[src/hw/rtl/bsa_pkg.sv]
// ----------------------------------------------------------------------------
// bsa_pkg
// Shared types and constants for the bitmap slot allocator: port widths,
// operation and register codes, register reset values and the sequencer state type.
// ----------------------------------------------------------------------------
package bsa_pkg;

  // Fixed field widths on the ports
  localparam int unsigned OP_W      = 1;
  localparam int unsigned SLOT_W    = 10;
  localparam int unsigned OFFSET_W  = 26;
  localparam int unsigned COUNT_W   = 11;
  localparam int unsigned SIZE_W    = 16;
  localparam int unsigned CFG_IDX_W = 1;
  localparam int unsigned CFG_DAT_W = 16;

  // Operation codes
  localparam logic [OP_W-1:0] OP_ALLOC = 1'b0;
  localparam logic [OP_W-1:0] OP_FREE  = 1'b1;

  // Register indexes
  localparam logic [CFG_IDX_W-1:0] CFG_SLOT_COUNT = 1'b0;
  localparam logic [CFG_IDX_W-1:0] CFG_SLOT_BYTES = 1'b1;

  // Register reset values
  localparam logic [COUNT_W-1:0] SLOT_COUNT_RST = 11'd1024;
  localparam logic [SIZE_W-1:0]  SLOT_BYTES_RST = 16'd1;

  // Sequencer states
  typedef enum logic [2:0] {
    ST_CLEAR,
    ST_IDLE,
    ST_SCAN,
    ST_FREE_RD,
    ST_FREE_WR,
    ST_MUL,
    ST_DONE
  } state_t;

endpackage

[src/hw/rtl/bitmap_slot_allocator.sv]
// ----------------------------------------------------------------------------
// bitmap_slot_allocator
// Next-fit slot allocator over a bitmap memory, one word checked per cycle.
// ----------------------------------------------------------------------------
// Allocate: scan the bitmap memory read port word by word, from the word of the
//   last hit, then multiply the slot by the slot size for the byte offset.
// Free: read, modify, write of one word; an out-of-range slot skips the word update.
// One item at a time; a new item is taken while the last result waits.
// Reset: a clearing pass writes zero to every bitmap word; no item is
//   accepted meanwhile. WORD_BITS must be a power of two.
module bitmap_slot_allocator #(
  parameter int unsigned MAX_SLOTS = 1024,
  parameter int unsigned WORD_BITS = 64
) (
  input  logic                            clk,
  input  logic                            rst,
  // configuration write channel
  input  logic                            cfg_valid,
  output logic                            cfg_ready,
  input  logic [bsa_pkg::CFG_IDX_W-1:0]   cfg_index,
  input  logic [bsa_pkg::CFG_DAT_W-1:0]   cfg_data,
  // request channel
  input  logic                            in_valid,
  output logic                            in_ready,
  input  logic [bsa_pkg::OP_W-1:0]        op,
  input  logic [bsa_pkg::SLOT_W-1:0]      slot,
  // result channel
  output logic                            out_valid,
  input  logic                            out_ready,
  output logic                            status_ok,
  output logic [bsa_pkg::SLOT_W-1:0]      alloc_slot,
  output logic [bsa_pkg::OFFSET_W-1:0]    byte_offset
);

  localparam int unsigned NWORDS = (MAX_SLOTS + WORD_BITS - 1) / WORD_BITS;
  localparam int unsigned WA     = (NWORDS > 1) ? $clog2(NWORDS) : 1;
  localparam int unsigned BA     = $clog2(WORD_BITS);
  localparam int unsigned IW     = $clog2(MAX_SLOTS);
  localparam int unsigned CW     = (IW + 1 > bsa_pkg::COUNT_W) ? IW + 1 : bsa_pkg::COUNT_W;
  localparam int unsigned PW     = bsa_pkg::SIZE_W + IW;

  // Configuration registers
  logic [bsa_pkg::COUNT_W-1:0] slot_count;
  logic [bsa_pkg::SIZE_W-1:0]  slot_bytes;

  // Sequencer and datapath registers
  bsa_pkg::state_t             state, state_next;
  logic [WA-1:0]               clr_addr;
  logic [WA-1:0]               search_word;
  logic [WA-1:0]               issue_w;
  logic [WA-1:0]               chk_w;
  logic [WA-1:0]               chk_n;
  logic                        chk_valid;
  logic [WA-1:0]               last_w;
  logic [WORD_BITS-1:0]        last_mask;
  logic [WA-1:0]               free_w;
  logic [BA-1:0]               free_b;
  logic                        res_ok;
  logic [IW-1:0]               res_slot;
  logic [bsa_pkg::OFFSET_W-1:0] res_offset;

  // Bitmap memory
  logic [WORD_BITS-1:0]        mem [NWORDS];
  logic [WORD_BITS-1:0]        rd_data;
  logic                        mem_we;
  logic [WA-1:0]               mem_waddr;
  logic [WORD_BITS-1:0]        mem_wdata;
  logic [WA-1:0]               mem_raddr;

  // Derived from configuration
  logic [CW-1:0]               cnt;
  logic [CW-1:0]               cnt_m1;
  logic [WA-1:0]               last_cur;
  logic [BA-1:0]               rem_cur;
  logic [WORD_BITS-1:0]        mask_cur;
  logic                        free_in_range;

  // Scan datapath
  logic [WORD_BITS-1:0]        avail;
  logic [WORD_BITS-1:0]        low_bit;
  logic [BA-1:0]               bit_idx;
  logic                        found;
  logic [WA-1:0]               issue_w_inc;
  logic [PW-1:0]               product;
  logic                        in_beat;
  logic                        out_free;

  assign cfg_ready = 1'b1;
  assign in_beat   = in_valid && in_ready;
  assign out_free  = !out_valid || out_ready;

  // Configuration writes
  always_ff @(posedge clk) begin
    if (rst) begin
      slot_count <= bsa_pkg::SLOT_COUNT_RST;
      slot_bytes <= bsa_pkg::SLOT_BYTES_RST;
    end else if (cfg_valid && cfg_ready) begin
      case (cfg_index)
        bsa_pkg::CFG_SLOT_COUNT: slot_count <= bsa_pkg::COUNT_W'(cfg_data);
        bsa_pkg::CFG_SLOT_BYTES: slot_bytes <= cfg_data;
        default: ;
      endcase
    end
  end

  // Clamp the count and derive the last word and its mask
  always_comb begin
    cnt = CW'(slot_count);
    if (cnt == '0) begin
      cnt = CW'(1);
    end
    if (cnt > CW'(MAX_SLOTS)) begin
      cnt = CW'(MAX_SLOTS);
    end
    cnt_m1   = cnt - CW'(1);
    last_cur = WA'(cnt_m1 >> BA);
    rem_cur  = cnt[BA-1:0];
    if (rem_cur == '0) begin
      mask_cur = '1;
    end else begin
      mask_cur = (WORD_BITS'(1) << rem_cur) - WORD_BITS'(1);
    end
    free_in_range = CW'(slot) < cnt;
  end

  // Check the word read last cycle and pick its lowest free bit
  always_comb begin
    avail   = ((chk_w == last_w) ? last_mask : '1) & ~rd_data;
    low_bit = avail & (~avail + WORD_BITS'(1));
    found   = chk_valid && (avail != '0);
    bit_idx = '0;
    for (int j = 0; j < WORD_BITS; j++) begin
      if (low_bit[j]) begin
        bit_idx = bit_idx | BA'(j);
      end
    end
    issue_w_inc = (issue_w == last_w) ? '0 : issue_w + WA'(1);
    product     = PW'(slot_bytes) * PW'(res_slot);
  end

  // Next state
  always_comb begin
    state_next = state;
    case (state)
      bsa_pkg::ST_CLEAR: begin
        if (clr_addr == WA'(NWORDS - 1)) begin
          state_next = bsa_pkg::ST_IDLE;
        end
      end
      bsa_pkg::ST_IDLE: begin
        if (in_beat) begin
          if (op == bsa_pkg::OP_ALLOC) begin
            state_next = bsa_pkg::ST_SCAN;
          end else if (free_in_range) begin
            state_next = bsa_pkg::ST_FREE_RD;
          end else begin
            state_next = bsa_pkg::ST_MUL;
          end
        end
      end
      bsa_pkg::ST_SCAN: begin
        if (found || (chk_valid && chk_n == last_w)) begin
          state_next = bsa_pkg::ST_MUL;
        end
      end
      bsa_pkg::ST_FREE_RD: state_next = bsa_pkg::ST_FREE_WR;
      bsa_pkg::ST_FREE_WR: state_next = bsa_pkg::ST_MUL;
      bsa_pkg::ST_MUL:     state_next = bsa_pkg::ST_DONE;
      bsa_pkg::ST_DONE: begin
        if (out_free) begin
          state_next = bsa_pkg::ST_IDLE;
        end
      end
      default: state_next = bsa_pkg::ST_CLEAR;
    endcase
  end

  // Outputs of the sequencer: handshake and memory port control
  always_comb begin
    in_ready  = 1'b0;
    mem_we    = 1'b0;
    mem_waddr = chk_w;
    mem_wdata = rd_data | low_bit;
    mem_raddr = issue_w;
    case (state)
      bsa_pkg::ST_CLEAR: begin
        mem_we    = 1'b1;
        mem_waddr = clr_addr;
        mem_wdata = '0;
      end
      bsa_pkg::ST_IDLE: in_ready = 1'b1;
      bsa_pkg::ST_SCAN: mem_we = found;
      bsa_pkg::ST_FREE_RD: mem_raddr = free_w;
      bsa_pkg::ST_FREE_WR: begin
        mem_we    = 1'b1;
        mem_waddr = free_w;
        mem_wdata = rd_data & ~(WORD_BITS'(1) << free_b);
      end
      default: ;
    endcase
  end

  // Bitmap memory: one write port, one registered read port
  always_ff @(posedge clk) begin
    if (mem_we) begin
      mem[mem_waddr] <= mem_wdata;
    end
    rd_data <= mem[mem_raddr];
  end

  // Control state
  always_ff @(posedge clk) begin
    if (rst) begin
      state       <= bsa_pkg::ST_CLEAR;
      clr_addr    <= '0;
      search_word <= '0;
      chk_valid   <= 1'b0;
      out_valid   <= 1'b0;
    end else begin
      state <= state_next;
      if (state == bsa_pkg::ST_CLEAR) begin
        clr_addr <= clr_addr + WA'(1);
      end
      if (in_beat) begin
        chk_valid <= 1'b0;
      end else if (state == bsa_pkg::ST_SCAN) begin
        chk_valid <= 1'b1;
      end
      if (found && state == bsa_pkg::ST_SCAN) begin
        search_word <= chk_w;
      end
      // Drop the result once taken, load a new one when the register is free
      if (state == bsa_pkg::ST_DONE && out_free) begin
        out_valid <= 1'b1;
      end else if (out_ready) begin
        out_valid <= 1'b0;
      end
    end
  end

  // Datapath registers
  always_ff @(posedge clk) begin
    if (in_beat) begin
      last_w    <= last_cur;
      last_mask <= mask_cur;
      issue_w   <= (search_word > last_cur) ? '0 : search_word;
      chk_n     <= '0;
      free_w    <= WA'(slot >> BA);
      free_b    <= slot[BA-1:0];
      res_ok    <= 1'b0;
      res_slot  <= '0;
    end
    case (state)
      bsa_pkg::ST_SCAN: begin
        chk_w   <= issue_w;
        issue_w <= issue_w_inc;
        if (found) begin
          res_ok   <= 1'b1;
          res_slot <= IW'({chk_w, bit_idx});
        end else if (chk_valid) begin
          chk_n <= chk_n + WA'(1);
        end
      end
      bsa_pkg::ST_FREE_WR: res_ok <= 1'b1;
      bsa_pkg::ST_MUL:     res_offset <= bsa_pkg::OFFSET_W'(product);
      default: ;
    endcase
  end

  // Output register
  always_ff @(posedge clk) begin
    if (state == bsa_pkg::ST_DONE && out_free) begin
      status_ok   <= res_ok;
      alloc_slot  <= bsa_pkg::SLOT_W'(res_slot);
      byte_offset <= res_offset;
    end
  end

endmodule
[config.mk]
export PLATFORM = sky130hd
export DESIGN_NAME = bitmap_slot_allocator
export DESIGN_NICKNAME = d
export VERILOG_FILES = /design/src/hw/rtl/bsa_pkg.sv /design/src/hw/rtl/bitmap_slot_allocator.sv
export SDC_FILE = /design/constraint.sdc
export NUM_CORES = 2
export LEC_CHECK = 0
export CELL_PAD_IN_SITES_DETAIL_PLACEMENT = 1
export CELL_PAD_IN_SITES_GLOBAL_PLACEMENT = 1
export CORE_MARGIN = 2
export CORE_UTILIZATION = 40
export CTS_CLUSTER_SIZE = 25
export DETAILED_ROUTE_END_ITERATION = 8
export DONT_BUFFER_PORTS = 1
export PLACE_DENSITY = 0.66
export RECOVER_POWER = 100
export SYNTH_ARGS = -nofsm -noshare
export SYNTH_HDL_FRONTEND = slang
export SYNTH_SLANG_ARGS = --single-unit
[constraint.sdc]
create_clock -name clk -period 8.4 [get_ports clk]
set_clock_uncertainty 0.15 [all_clocks]
set_input_delay 1.68 -clock clk [delete_from_list [all_inputs] [get_ports clk]]
set_output_delay 1.68 -clock clk [all_outputs]
set_load 0.01 [all_outputs]
* Word level (Yosys, flattened, before mapping) *
Memories as Yosys holds them, arrays and structs flattened. A register that Yosys moved wholly into a read port is not among the register bits.
Cells that the tools add are included.

storage, ports and cells
  memories = 1
  latch bits = 0
  memory bits (writable) = 1024
  memory bits (read-only) = 0
  flip-flop bits (word level) = 204

memories
  memory  depth  width  read ports  clocked after memory_dff  wr ports  RTL line                     text
  mem     16     64     1           1                         1         bitmap_slot_allocator.sv:63  logic [WORD_BITS-1:0] mem [NWORDS];

cells by class
  div/mod/pow operators = 0
  mux-type cells = 132
  shift operators = 2
  equality and inequality tests = 15
  reductions and logical operators = 23
  bitwise logic cells = 7
  order comparisons = 3
  multiply operators = 1
  $add $sub $neg = 6

operators by type and width
  kind                   count
  $and 64x64->64         3
  $mux 6                 32
  $not 64->64            3
  $pmux 64 s2            1
  $shl 1x6->64 const A   2
  $mux 4                 24
  $mux 16                5
  $mux 5                 16
  $mux 11                7
  $add 64x1->64 const B  1
  $mux 64                1
  $or 64x64->64          1
  $reduce_bool 64->1     1
  $sub 64x2->64 const B  1
  $mux 3                 19
  $mux 10                4
  $mul 16x10->26         1
  $pmux 3 s7             1
  $mux 1                 17
  $add 4x1->4 const B    3
  $eq 4x4->1             3
  $gt 11x11->1 const B   1
  $logic_not 11->1       1
  $lt 10x11->1           1
  20 further kinds       40

* Depth between registers and ports, before layout *
  depth in word-level cells = 72
  mapped depth = 21
  gate-level depth less buffers = 19

* Worst setup path after synthesis *
OpenSTA, ideal clock, no wires.

  kind = register -> register
  start = reg last_w[2]
  end = mem mem[6][0], enable pin
  data arrival time = 5.084 ns
  data required time = 7.764 ns
  setup slack = 2.679 ns
  stages on the path, launching flop included = 14
  buffers on the path = 3
  cells stage by stage = edfxtp_1 xnor2_1 and4_1 buf_6 buf_12 buf_4 a21o_1 and3b_1 nand4_1 nor3_2 a31oi_2 a22o_1 nand2_1 nor2_1

on the way
  longest elaborated chain between the ends = 8

RTL lines
  element                       RTL line                      text
  start, declared               bitmap_slot_allocator.sv:54   logic [WA-1:0] last_w;
  start signal, assigned        bitmap_slot_allocator.sv:244  last_w <= last_cur;
  $eq 4x4->1                    bitmap_slot_allocator.sv:128  avail = ((chk_w == last_w) ? last_mask : '1) & ~rd_data;
  $mux 64                       bitmap_slot_allocator.sv:128
  $and 64x64->64                bitmap_slot_allocator.sv:128
  $reduce_bool 64->1            bitmap_slot_allocator.sv:130  found = chk_valid && (avail != '0);
  $logic_and 1x1->1             bitmap_slot_allocator.sv:130
  $pmux 1 s2                    bitmap_slot_allocator.sv:185  case (state)
  $mux 1                        bitmap_slot_allocator.sv:205  if (mem_we) begin
  $mux 1 (implied by the code)  bitmap_slot_allocator.sv:206  mem[mem_waddr] <= mem_wdata;
  end, declared                 bitmap_slot_allocator.sv:63

Every way passes these cells.

* Worst setup path after layout *
  start = reg chk_w[3]
  end = mem mem[14][45], enable pin

on the way
  longest elaborated chain between the ends = 8
  elaborated cells on any way between the ends = 9
  those cells by class = eq/ne (1); mux (5); bitwise (1); reduce/logical (2)

RTL lines
  element                       RTL line                      text
  start, declared               bitmap_slot_allocator.sv:51   logic [WA-1:0] chk_w;
  start signal, assigned        bitmap_slot_allocator.sv:255  chk_w <= issue_w;
  $eq 4x4->1                    bitmap_slot_allocator.sv:128
  $mux 64                       bitmap_slot_allocator.sv:128
  $and 64x64->64                bitmap_slot_allocator.sv:128
  $reduce_bool 64->1            bitmap_slot_allocator.sv:130
  $logic_and 1x1->1             bitmap_slot_allocator.sv:130
  $pmux 1 s2                    bitmap_slot_allocator.sv:185
  $mux 1                        bitmap_slot_allocator.sv:205
  $mux 1 (implied by the code)  bitmap_slot_allocator.sv:206

Several ways; a longest one is shown, not always the timed one.

==> results.sh <==
export IMPL_fin_util=0.4511
export IMPL_dp_slack_ns=2.428
export IMPL_synth_edff_count=1173
export IMPL_dpl_hpwl_mm=107.4
export IMPL_endpoint_kind="register"
export IMPL_slew_headroom=-0.9419
export IMPL_yosysSeqAreaShare=0.6562
export IMPL_drc=0
export IMPL_path_clk_slew_ns=0.06
export IMPL_hold_viol_final=0
export IMPL_grt_pass1_vias=34920
export IMPL_antenna_found_initial=5
export IMPL_slew_viol_final=516
export IMPL_layoutNonFillerInstCount=5815
export IMPL_globalRouteOverflowTotal=0
export IMPL_grt_pass1_wl_mm=246.9
export IMPL_gp_congestion=0.9340
export IMPL_fp_row_count=138
export IMPL_mostFrequentLayoutCell="edfxtp_1"
export IMPL_status="complete, but fails checks"
export IMPL_r2r_slack_ns=1.50
export IMPL_cts_hold_buf=0
export IMPL_drt_first_pass_iters=5
export IMPL_fill_cells=13920
export IMPL_max_stage_delay_ns=0.86
export IMPL_post_place_cells=5553
export IMPL_syn_inst=3778
export IMPL_violations="max-capacitance violations, max-slew violations"
export IMPL_power_density_mw_per_mm2=246.3
export IMPL_fmax_mhz=144.9
export IMPL_p_leak_uw=0.02149
export IMPL_r2r_start="chk_w[3]"
export IMPL_numCtsBuffers=141
export IMPL_clock_latency_ns=0.77
export IMPL_drt_iter0_drc=3205
export IMPL_die_x_um=382.5
export IMPL_drive_gt1_frac=0.1399
export IMPL_met3_usage=0.03540
export IMPL_dieArea_mm2=0.1463
export IMPL_yosysUniqueCellTypes=91
export IMPL_cts_tree="done"
export IMPL_setup_viol=0
export IMPL_synthArstFlopShare=0
export IMPL_fin_tns_setup_ns=0
export IMPL_clockBufferDepth=3
export IMPL_drv_cap=24
export IMPL_ys_ff_latch=1292
export IMPL_final_antenna_net_count=0
export IMPL_nets=4027
export IMPL_crit_slowest_cell="clkbuf_1"
export IMPL_htreeDepth=4
export IMPL_clockRootBuffer="clkbuf_16"
export IMPL_syn_avg_cell_area_um2=15.17
export IMPL_wire_per_inst_um=28.58
export IMPL_min_period_over_period=0.8218
export IMPL_hp_class="register to register"
export IMPL_io_pins=73
export IMPL_holdPathStages=0
export IMPL_die_h_um=382.5
export IMPL_vdd_ir_drop_worst_v=0.0002124
export IMPL_synth_ff_type="edfxtp_1"
export IMPL_via_per_inst=5.846
export IMPL_hold_start="res_offset[13]"
export IMPL_multi_input_area_mm2=0.01820
export IMPL_gr_usage_met2=0.3511
export IMPL_post_cts_resized=0
export IMPL_crit_type="register to register"
export IMPL_syn_to_final_growth_pct=11.73
export IMPL_period_needed_ns=6.903
export IMPL_reg2reg_depth=13
export IMPL_grt_busiest_layer="met2"
export IMPL_grt_max_degree=98
export IMPL_seq_area_mm2=0.03761
export IMPL_crit_arrival_ns=6.93
export IMPL_grt_use_met1=0.3422
export IMPL_syn_area_mm2=0.05731
export IMPL_cts_setup_buffers=0
export IMPL_layout_setup_ws_ns=1.497
export IMPL_layout_common_cells="edfxtp_1, nand2_1, mux4_2, inv_1, a21oi_1"
export IMPL_port_buffers=0
export IMPL_tightestPinTransition_ns=2.913
export IMPL_start_kind="register"
export IMPL_cts_sinks=1292
export IMPL_core_area_mm2=0.1419
export IMPL_vias=34000
export IMPL_drt_total_wl_mm=166.2
export IMPL_rsz0062_at_grt="no"
export IMPL_worst_hold_path_endpoint="byte_offset[13]"
export IMPL_crit_chain="xnor2_1 -> and4_2 -> buf_4 -> a21oi_1 -> nor4b_1 -> nand4_1 -> nor3_4 -> clkbuf_1 -> a31oi_1 -> o2bb2ai_1 -> nand2_1 -> nor2_4 -> buf_2"
export IMPL_critPathMaxFanout=64
export IMPL_reg2reg_to="mem[14][45]"
export IMPL_start_util=0.4038
export IMPL_grt_usage=0.2293
export IMPL_worst_endpoint_required_ns=8.42
export IMPL_ys_warn_count=0
==> metal layers <==
| layer | routed length [um] | share of wire |
|---|---|---|
| met5 | 0 | 0 |
| met4 | 3822 | 0.023 |
| met3 | 11820 | 0.071 |
| met2 | 75630 | 0.45 |
| met1 | 74950 | 0.45 |
==> layout make-up <==
class	count	share of cell area
antenna	2	0.00007816
clock buffer	192	0.06046
clock inverter	68	0.01141
inverter	179	0.01051
multi-input combinational	2103	0.2842
sequential	1292	0.5873
tap	1890	0.03693
timing repair buffer	89	0.009145
==> kinds of logic after synthesis <==
group                      after synthesis  share of synthesized area
AOI/OAI and AO/OA                      617                    0.06774
buffers and inverters                  384                    0.02711
and+or+nand+nor                        976                    0.08279
adders and majority gates              188                    0.05545
xor gates and xnor gates                52                   0.007947
muxes                                  268                     0.1027
other                                    1                 0.00006543
DFF                                   1292                     0.6562
==> worst max-delay path by stage <==
stage	slack (ns)	startpoint	end
after floorplan	2.68	last_w[2]	mem[6][0]
after global placement	2.56	res_slot[1]	res_offset[22]
after detailed placement	2.43	res_slot[2]	res_offset[22]
after CTS	2.46	res_slot[1]	res_offset[22]
after global routing	1.15	chk_w[1]	mem[14][61]
final	1.50	chk_w[3]	mem[14][45]
==> worst max-delay path, delay by kind of cell, from the launching register on <==
kind / cells / cell delay (ns)
DFF: 1 / 0.56
AOI/OAI and AO/OA: 3 / 0.85
xor gates and xnor gates: 1 / 0.26
and+or+nand+nor: 6 / 2.19
buffers and inverters: 3 / 2.17
==> synth_stat cells, types with 15 or more instances <==
master / count / area, um2
edfxtp_1: 1173 / 35220
nand2_1: 425 / 1595
mux4_2: 256 / 5766
inv_1: 177 / 664.4
a21oi_1: 174 / 870.8
nor2_1: 155 / 581.8
clkbuf_1: 151 / 566.8
and2_1: 141 / 882.1
o21ai_0: 123 / 615.6
dfxtp_1: 119 / 2382
fa_1: 110 / 2202
a31oi_1: 91 / 569.3
ha_1: 78 / 975.9
a211oi_1: 75 / 563.0
nor3_1: 50 / 250.2
nand3_1: 47 / 235.2
xnor2_1: 38 / 332.8
buf_2: 32 / 160.2
nand2b_1: 27 / 168.9
a21o_1: 26 / 195.2
o21bai_1: 25 / 187.7
nor2b_1: 18 / 112.6
nand4_1: 17 / 106.4
nor4_1: 15 / 93.84
==> sequential cells by signal (all words and copies together) (netlist names), 3 cells and up <==
register     flops
alloc_slot      10
byte_offset     26
chk_n            4
chk_w            4
clr_addr         4
free_b           6
free_w           4
issue_w          4
last_mask       64
last_w           4
mem           1024
rd_data         64
res_offset      26
res_slot        10
search_word      4
slot_bytes      16
slot_count      11
state            3
==> power by group <==
group          internal (uW)  switching (uW)
clock network           3500            2640
logic                    449            1160
registers               7790             229
==> through the flow <==
stage,instance area [um2],power [uW],hold WS [ns]
2_1_floorplan,57320,9042,0.2503
3_3_place_gp,59810,9720,0.2524
3_5_place_dp,59810,9781,0.2562
4_1_cts,64410,15930,0.2706
5_1_grt,64030,16270,0.2810
6_report,64030,15770,0.2704
No activity file was read; power rests on OpenSTA's default activity.
